==> src/hw/rtl/mbw_pkg.sv <==
// Shared types, constants and the CRC byte update for the Modbus write-registers frame builder.
package mbw_pkg;

    localparam int FRAME_LEN = 17;
    localparam int CRC_SPAN  = 15;
    localparam int CNT_W     = $clog2(FRAME_LEN);
    localparam int CFG_IDX_W = 2;
    localparam int CFG_DAT_W = 16;

    localparam logic [CNT_W-1:0] CNT_CRC_LO = CNT_W'(CRC_SPAN);
    localparam logic [CNT_W-1:0] CNT_LAST   = CNT_W'(FRAME_LEN - 1);

    localparam logic [7:0]  FC_WRITE_MULTI = 8'h10;
    localparam logic [15:0] REG_COUNT      = 16'h0004;
    localparam logic [7:0]  BYTE_COUNT     = 8'd8;
    localparam logic [15:0] CRC_INIT       = 16'hFFFF;
    localparam logic [15:0] CRC_POLY       = 16'hA001;

    localparam logic [7:0]  SLAVE_ADDR_RST = 8'h02;
    localparam logic [15:0] START_REG_RST  = 16'h0001;

    localparam logic [CFG_IDX_W-1:0] CFG_SLAVE_ADDR = CFG_IDX_W'(0);
    localparam logic [CFG_IDX_W-1:0] CFG_START_REG  = CFG_IDX_W'(1);

    typedef struct packed {
        logic [15:0] fan_value;
        logic [15:0] pump_value;
        logic [15:0] piston_value;
        logic [15:0] lamp_value;
    } t_req;

    typedef struct packed {
        logic [7:0] frame_byte;
        logic       last_byte;
    } t_byte;

    typedef struct packed {
        logic [7:0]  slave_address;
        logic [15:0] start_register;
    } t_cfg;

    // One byte of CRC-16/MODBUS, least significant bit first.
    function automatic logic [15:0] crc_byte(input logic [15:0] crc, input logic [7:0] data);
        logic [15:0] acc;
        acc = crc ^ {8'h00, data};
        for (int b = 0; b < 8; b++) begin
            if (acc[0]) begin
                acc = (acc >> 1) ^ CRC_POLY;
            end else begin
                acc = acc >> 1;
            end
        end
        return acc;
    endfunction

endpackage

==> src/hw/rtl/mbw_req_if.sv <==
// Valid/ready channel carrying one write request.
interface mbw_req_if;
    import mbw_pkg::*;

    logic valid;
    logic ready;
    t_req data;

    modport source (output valid, output data, input ready);
    modport sink   (input valid, input data, output ready);
endinterface

==> src/hw/rtl/mbw_byte_if.sv <==
// Valid/ready channel carrying one frame byte and its end marker.
interface mbw_byte_if;
    import mbw_pkg::*;

    logic  valid;
    logic  ready;
    t_byte data;

    modport source (output valid, output data, input ready);
    modport sink   (input valid, input data, output ready);
endinterface

==> src/hw/rtl/mbw_frame_tx.sv <==
// Frame stage: holds one request, sends its 17 bytes and folds the CRC in as bytes go out.
module mbw_frame_tx (
    input  logic          i_clk,
    input  logic          i_rst_n,
    input  logic          i_ld_valid,
    output logic          o_ld_ready,
    input  mbw_pkg::t_req i_ld_data,
    input  mbw_pkg::t_cfg i_cfg,
    mbw_byte_if.source    o_frame
);
    import mbw_pkg::*;

    logic             r_active;
    logic [CNT_W-1:0] r_cnt;
    logic [15:0]      r_crc;
    t_req             r_vals;

    logic             n_active;
    logic [CNT_W-1:0] n_cnt;
    logic [15:0]      n_crc;

    logic             beat;
    logic             ld;
    logic [7:0]       cur_byte;

    assign beat = o_frame.valid && o_frame.ready;
    assign o_ld_ready = !r_active || (beat && (r_cnt == CNT_LAST));
    assign ld = i_ld_valid && o_ld_ready;

    always_comb begin
        case (r_cnt)
            CNT_W'(0):  cur_byte = i_cfg.slave_address;
            CNT_W'(1):  cur_byte = FC_WRITE_MULTI;
            CNT_W'(2):  cur_byte = i_cfg.start_register[15:8];
            CNT_W'(3):  cur_byte = i_cfg.start_register[7:0];
            CNT_W'(4):  cur_byte = REG_COUNT[15:8];
            CNT_W'(5):  cur_byte = REG_COUNT[7:0];
            CNT_W'(6):  cur_byte = BYTE_COUNT;
            CNT_W'(7):  cur_byte = r_vals.fan_value[15:8];
            CNT_W'(8):  cur_byte = r_vals.fan_value[7:0];
            CNT_W'(9):  cur_byte = r_vals.pump_value[15:8];
            CNT_W'(10): cur_byte = r_vals.pump_value[7:0];
            CNT_W'(11): cur_byte = r_vals.piston_value[15:8];
            CNT_W'(12): cur_byte = r_vals.piston_value[7:0];
            CNT_W'(13): cur_byte = r_vals.lamp_value[15:8];
            CNT_W'(14): cur_byte = r_vals.lamp_value[7:0];
            CNT_W'(15): cur_byte = r_crc[7:0];
            default:    cur_byte = r_crc[15:8];
        endcase
    end

    assign o_frame.valid           = r_active;
    assign o_frame.data.frame_byte = cur_byte;
    assign o_frame.data.last_byte  = (r_cnt == CNT_LAST);

    always_comb begin
        n_active = r_active;
        n_cnt    = r_cnt;
        n_crc    = r_crc;
        if (ld) begin
            n_active = 1'b1;
            n_cnt    = '0;
            n_crc    = CRC_INIT;
        end else if (beat) begin
            if (r_cnt == CNT_LAST) begin
                n_active = 1'b0;
            end else begin
                n_cnt = r_cnt + 1'b1;
            end
            // The CRC covers every byte before the CRC itself.
            if (r_cnt < CNT_CRC_LO) begin
                n_crc = crc_byte(r_crc, cur_byte);
            end
        end
    end

    always_ff @(posedge i_clk) begin
        if (!i_rst_n) begin
            r_active <= 1'b0;
            r_cnt    <= '0;
            r_crc    <= CRC_INIT;
        end else begin
            r_active <= n_active;
            r_cnt    <= n_cnt;
            r_crc    <= n_crc;
        end
    end

    always_ff @(posedge i_clk) begin
        if (ld) begin
            r_vals <= i_ld_data;
        end
    end

`ifndef ASSERT_OFF
    a_load_restarts: assert property (@(posedge i_clk) disable iff (!i_rst_n)
        ld |=> (r_active && (r_cnt == '0) && (r_crc == CRC_INIT)))
        else $error("frame load did not restart the byte counter and CRC");

    a_last_ends: assert property (@(posedge i_clk) disable iff (!i_rst_n)
        (beat && o_frame.data.last_byte && !i_ld_valid) |=> !o_frame.valid)
        else $error("frame kept sending after its last beat");

    a_cnt_range: assert property (@(posedge i_clk) disable iff (!i_rst_n)
        r_active |-> (r_cnt <= CNT_LAST))
        else $error("byte counter ran past the frame end");

    a_no_early_load: assert property (@(posedge i_clk) disable iff (!i_rst_n)
        (r_active && !(beat && (r_cnt == CNT_LAST))) |-> !o_ld_ready)
        else $error("new request taken in the middle of a frame");
`endif

endmodule

==> src/hw/rtl/modbus_write_regs_frame_builder.sv <==
// Top level of the Modbus RTU write-multiple-registers frame builder.
//
//  channel   dir  beat payload
//  i_req     in   fan_value, pump_value, piston_value, lamp_value (16 bit each)
//  o_frame   out  frame_byte (8 bit), last_byte (1 bit, set on the CRC high byte)
//  i_cfg_*   in   write port: index 0 slave_address, index 1 start_register
//
// Each request yields 17 output beats, one beat per cycle while o_frame is ready.
// A request waits in a one-deep buffer while the previous frame is still going out,
// and moves into the frame stage in the cycle of that frame's last beat.
// A stall on o_frame holds the current byte; the CRC advances only on accepted beats.
// Reset is synchronous and active low; config returns to 2 and 1.
module modbus_write_regs_frame_builder (
    input  logic                          i_clk,
    input  logic                          i_rst_n,
    mbw_req_if.sink                       i_req,
    mbw_byte_if.source                    o_frame,
    input  logic                          i_cfg_we,
    input  logic [mbw_pkg::CFG_IDX_W-1:0] i_cfg_idx,
    input  logic [mbw_pkg::CFG_DAT_W-1:0] i_cfg_data
);
    import mbw_pkg::*;

    t_cfg r_cfg;
    logic r_pend_valid;
    t_req r_pend;
    logic ld_ready;
    logic req_beat;

    always_ff @(posedge i_clk) begin
        if (!i_rst_n) begin
            r_cfg.slave_address  <= SLAVE_ADDR_RST;
            r_cfg.start_register <= START_REG_RST;
        end else if (i_cfg_we) begin
            unique case (i_cfg_idx)
                CFG_SLAVE_ADDR: r_cfg.slave_address  <= i_cfg_data[7:0];
                CFG_START_REG:  r_cfg.start_register <= i_cfg_data;
                default: ;
            endcase
        end
    end

    assign i_req.ready = !r_pend_valid;
    assign req_beat    = i_req.valid && i_req.ready;

    always_ff @(posedge i_clk) begin
        if (!i_rst_n) begin
            r_pend_valid <= 1'b0;
        end else if (req_beat) begin
            r_pend_valid <= 1'b1;
        end else if (ld_ready) begin
            r_pend_valid <= 1'b0;
        end
    end

    always_ff @(posedge i_clk) begin
        if (req_beat) begin
            r_pend <= i_req.data;
        end
    end

    mbw_frame_tx u_frame_tx (
        .i_clk      (i_clk),
        .i_rst_n    (i_rst_n),
        .i_ld_valid (r_pend_valid),
        .o_ld_ready (ld_ready),
        .i_ld_data  (r_pend),
        .i_cfg      (r_cfg),
        .o_frame    (o_frame)
    );

`ifndef ASSERT_OFF
    a_req_held: assert property (@(posedge i_clk) disable iff (!i_rst_n)
        req_beat |=> r_pend_valid)
        else $error("accepted request was not buffered");

    a_pend_drains: assert property (@(posedge i_clk) disable iff (!i_rst_n)
        (r_pend_valid && ld_ready) |=> !r_pend_valid)
        else $error("buffered request not released after hand-off");

    a_pend_waits: assert property (@(posedge i_clk) disable iff (!i_rst_n)
        (r_pend_valid && !ld_ready) |=> (r_pend_valid && $stable(r_pend)))
        else $error("buffered request lost while the frame stage was busy");
`endif

endmodule
==> src/flat_wrapper.sv <==
// flat-port wrapper written by rule: the top's interface ports become plain ports
module modbus_write_regs_frame_builder_flat import mbw_pkg::*;
  (i_clk, i_rst_n, i_cfg_we, i_cfg_idx, i_cfg_data, i_req_valid, i_req_data, i_req_ready, o_frame_valid, o_frame_data, o_frame_ready);
  mbw_req_if i_req_i ();
  mbw_byte_if o_frame_i ();
  input  logic i_clk;
  input  logic i_rst_n;
  input  logic i_cfg_we;
  input  logic [mbw_pkg::CFG_IDX_W-1:0] i_cfg_idx;
  input  logic [mbw_pkg::CFG_DAT_W-1:0] i_cfg_data;
  input wire logic [$bits(i_req_i.valid)-1:0] i_req_valid;
  input wire logic [$bits(i_req_i.data)-1:0] i_req_data;
  output wire logic [$bits(i_req_i.ready)-1:0] i_req_ready;
  output wire logic [$bits(o_frame_i.valid)-1:0] o_frame_valid;
  output wire logic [$bits(o_frame_i.data)-1:0] o_frame_data;
  input wire logic [$bits(o_frame_i.ready)-1:0] o_frame_ready;
  assign i_req_i.valid = i_req_valid;
  assign i_req_i.data = i_req_data;
  assign i_req_ready = i_req_i.ready;
  assign o_frame_valid = o_frame_i.valid;
  assign o_frame_data = o_frame_i.data;
  assign o_frame_i.ready = o_frame_ready;
  modbus_write_regs_frame_builder u_core (.i_clk(i_clk), .i_rst_n(i_rst_n), .i_req(i_req_i), .o_frame(o_frame_i), .i_cfg_we(i_cfg_we), .i_cfg_idx(i_cfg_idx), .i_cfg_data(i_cfg_data));
endmodule
==> config.mk <==
export PLATFORM = sky130hd
export DESIGN_NAME = modbus_write_regs_frame_builder_flat
export DESIGN_NICKNAME = d
export VERILOG_FILES = /design/src/hw/rtl/mbw_pkg.sv /design/src/hw/rtl/mbw_req_if.sv /design/src/hw/rtl/mbw_byte_if.sv /design/src/hw/rtl/mbw_frame_tx.sv /design/src/hw/rtl/modbus_write_regs_frame_builder.sv /design/src/flat_wrapper.sv
export SDC_FILE = /design/constraint.sdc
export NUM_CORES = 1
export LEC_CHECK = 0
export ABC_AREA = 1
export BUFFER_PORTS_ARGS = -buffer_cell sky130_fd_sc_hd__buf_2
export CORE_ASPECT_RATIO = 1.2
export CORE_UTILIZATION = 55
export DETAILED_ROUTE_END_ITERATION = 10
export PLACE_DENSITY = 0.77
export SYNTH_ARGS = -nofsm -noshare
export SYNTH_HDL_FRONTEND = slang
export SYNTH_HIERARCHICAL = 1
export SYNTH_SLANG_ARGS = --single-unit
==> constraint.sdc <==
create_clock -name i_clk -period 6.8 [get_ports i_clk]
set_input_delay 0.34 -clock i_clk [delete_from_list [all_inputs] [get_ports i_clk]]
set_output_delay 0.34 -clock i_clk [all_outputs]
set_load 0.02 [all_outputs]
==> impl_metrics.tcl <==
set metrics [dict create \
    antenna_found_initial 0 \
    synth_cell_types 28 \
    insertion_delay_ns 0.42 \
    post_drt_wl_per_cell_um 15.6 \
    syn_inst 742 \
    synth_ff_type "edfxtp_1" \
    cp.arrival_ns 3.69 \
    cts_root_buf "clkbuf_16" \
    yosys_warnings 6 \
    hpwlAfterDp_um 11300 \
    row_count 45 \
    synth_top_area_frac 0.524 \
    cts_max_path_buffers 2 \
    rsz0062_at_grt "no" \
    p_sw_mw 0.551 \
    cap_violations 0 \
    cts.sink_count 175 \
    ios 98 \
    drt-total-wl_um 15900 \
    relSlewSlack 0.443 \
    core_sq_mm 0.0128 \
    p_per_area_mw_per_mm2 278 \
    grt_pass1_wl_um 24800 \
    start_kind "register" \
    reg2reg_from "u_core/u_frame_tx/r_cnt[0]$_SDFFE_PP0P_" \
    timing.final.crit_share 0.501 \
    drcViolationCount 0 \
    critical_path_class "reg -> reg" \
    postCtsSetupBuffers 0 \
    fin_crit_ns 3.41 \
    r2r-end "u_core/u_frame_tx/r_crc[11]$_SDFFE_PP1P_" \
    critPathMaxFanout 65 \
    cts_tree "yes" \
    ant_nets 0 \
    layout-drive-gt1-share 0.194 \
    ys_seq_elements 175 \
    pwr-share-seq 0.521 \
    n_antenna_cell 0 \
    port_buffers 97 \
    finalNetCount 936 \
    hold_buffers 0 \
    gp_routability_congestion 0.891 \
    avgSynthCellArea_sq_um 9.88 \
    hold_start "i_req_data[38]" \
    overflow 0 \
    clkSlewWorstSetupHoldPaths_ns 0.07 \
    worst-slew-pin-transition_ns 0.832 \
    switching_share 0.233 \
    grt_pass1_vias 5092 \
    crit_required_ns 7.08 \
    synthesis.nets 834 \
    dr.pass1.iters 5 \
    hold_path.class "in -> reg" \
    final_cells 1021 \
    synth_area_leader_cell "edfxtp_1" \
    internal_power_mw 1.82 \
    synthTopCellsByCount "221 x nand2_1, 128 x edfxtp_1, 90 x nor2_1" \
    hold_slack_ns 0.0883 \
    setup_slack_ns 3.39 \
    via_per_inst 5.26 \
    cts-buffers-inserted 17 \
    min_delay_path_depth 1 \
    synth_edf_count 128 \
    dieHeight_um 128 \
    seq_area_frac_synth 0.653 \
    placed_area_sq_mm 0.00794 \
    die_w_um 107 \
    ctsHtreeMaxLevel 4 \
    grt_usage 0.246 \
    grt_max_degree 66 \
    vias 5368 \
    dp_cells 989 \
    max-vdd-ir-drop_mv 0.202 \
    area_delta_synth_final_pct 16.2 \
    combPwrFrac 0.078 \
    skew_ns 0.0103 \
    hold_viol_final 0 \
    syn_area_sq_mm 0.00733 \
    whs_endpoint "u_core/r_pend[38]$_DFFE_PP_" \
    initial_core_util 0.571 \
    p_leak_nw 3.76 \
    synth_most_common_cell "nand2_1" \
    die_area_sq_mm 0.0138 \
    stdcell_area_sq_mm 0.00852 \
    status "complete, no violations" \
    cts_resized 0 \
    dp_worst_setup_slack_ns 3.41 \
    ys_top_cells_by_area "edfxtp_1 52%, dfxtp_1 13%, nand2_1 11%, nand3_1 4.6%, nor2_1 4.6%" \
    reg2reg_depth 13 \
    setup_tns_ns 0 \
    drtIter0Drc 402 \
    end_kind "register" \
    fmax_ghz 0.293 \
    clkPwrFrac 0.402 \
    setup_viol 0 \
    rrSetupSlack_ns 3.39 \
    async_reset_ff_frac 0 \
    drv_slew 0 \
]
[routing by layer]
metal | GRT usage | vias to the layer above | wire (um)
met1 | 0.297 | 2468 | 6600
met2 | 0.401 | 193 | 7770
met5 | 0 | - | 0
met3 | 0.0643 | 43 | 848
li1 | - | 2664 | -
met4 | 0.140 | 0 | 698
[registers in the layout, indices dropped and copies added (netlist names)]
signal,cells
u_core/u_frame_tx/r_crc,16
u_core/u_frame_tx/o_frame.valid,1
u_core/r_pend_valid,1
u_core/r_pend,64
u_core/r_cfg,24
u_core/u_frame_tx/r_cnt,5
u_core/u_frame_tx/r_vals,64
[worst max-delay path, stage by stage (launching register included)]
cell	delay [ns]
dfxtp_1	0.40
inv_1	0.12
ha_1	0.27
inv_1	0.09
nor3_1	0.06
inv_1	0.16
o21ai_0	0.15
inv_1	0.13
nor2_4	0.03
buf_4	0.34
nor2_1	0.68
clkinv_1	0.50
a21oi_1	0.24
o21ai_0	0.10
[cells by family (layout without fill, tap and decap cells)]
group	count (synthesis)	count (layout)	synth area share
AO/OA/AOI/OAI	53	53	0.0437
XOR/XNOR	1	1	0.00119
adder cells (fa/ha/maj)	5	5	0.00853
buffers and inverters	87	202	0.0510
flip-flops	175	175	0.653
AND/OR/NAND/NOR	421	421	0.243
[how the worst max path moves through the flow]
| stage | from | to | cells after the start |
|---|---|---|---|
| finish | u_core/u_frame_tx/r_cnt[0]$_SDFFE_PP0P_ | u_core/u_frame_tx/r_crc[11]$_SDFFE_PP1P_ | 13 |
| global route | u_core/u_frame_tx/r_cnt[0]$_SDFFE_PP0P_ | u_core/u_frame_tx/r_crc[11]$_SDFFE_PP1P_ | 13 |
| floorplan | u_core/u_frame_tx/r_cnt[0]$_SDFFE_PP0P_ | u_core/u_frame_tx/r_crc[7]$_SDFFE_PP1P_ | 11 |
| CTS | u_core/u_frame_tx/r_cnt[0]$_SDFFE_PP0P_ | u_core/u_frame_tx/r_crc[11]$_SDFFE_PP1P_ | 13 |
| detailed placement | u_core/u_frame_tx/r_cnt[0]$_SDFFE_PP0P_ | u_core/u_frame_tx/r_crc[11]$_SDFFE_PP1P_ | 13 |
| global placement | u_core/u_frame_tx/r_cnt[0]$_SDFFE_PP0P_ | u_core/u_frame_tx/r_crc[6]$_SDFFE_PP1P_ | 13 |
[cell type report]
cell class                 count  area, sq um
fill                         994         4320
multi-input combinational    480         2180
inverter                      71          267
sequential                   175         4780
clock buffer                  18          429
tap                          164          205
timing repair buffer          99          500
clock inverter                14          155
[placed cells by master, fill, tap and decap left out, types with 12 or more instances in the layout]
master	instances
nor2_1	89
nand2_2	22
nand3_1	68
dfxtp_1	47
a21oi_1	21
edfxtp_1	128
buf_2	97
nand2_1	221
inv_1	65
o211ai_1	15
clkbuf_16	17
o21ai_0	12
[stage by stage]
step	utilization	power (mW)
2_1_floorplan	-	1.37
3_5_place_dp	0.618	1.44
5_1_grt	0.664	2.45
4_1_cts	0.664	2.39
6_report	0.664	2.37
3_3_place_gp	0.618	1.43
[power groups by stage]
stage                     Clock [mW]  Sequential [mW]  Combinational, mW
after CTS                      0.972             1.23              0.184
after floorplan                    0             1.25              0.122
final                          0.950             1.23              0.184
after global routing            1.01             1.24              0.206
after detailed placement           0             1.25              0.183
after global placement             0             1.25              0.176
Note: power is estimated with default switching activity, not from simulation.
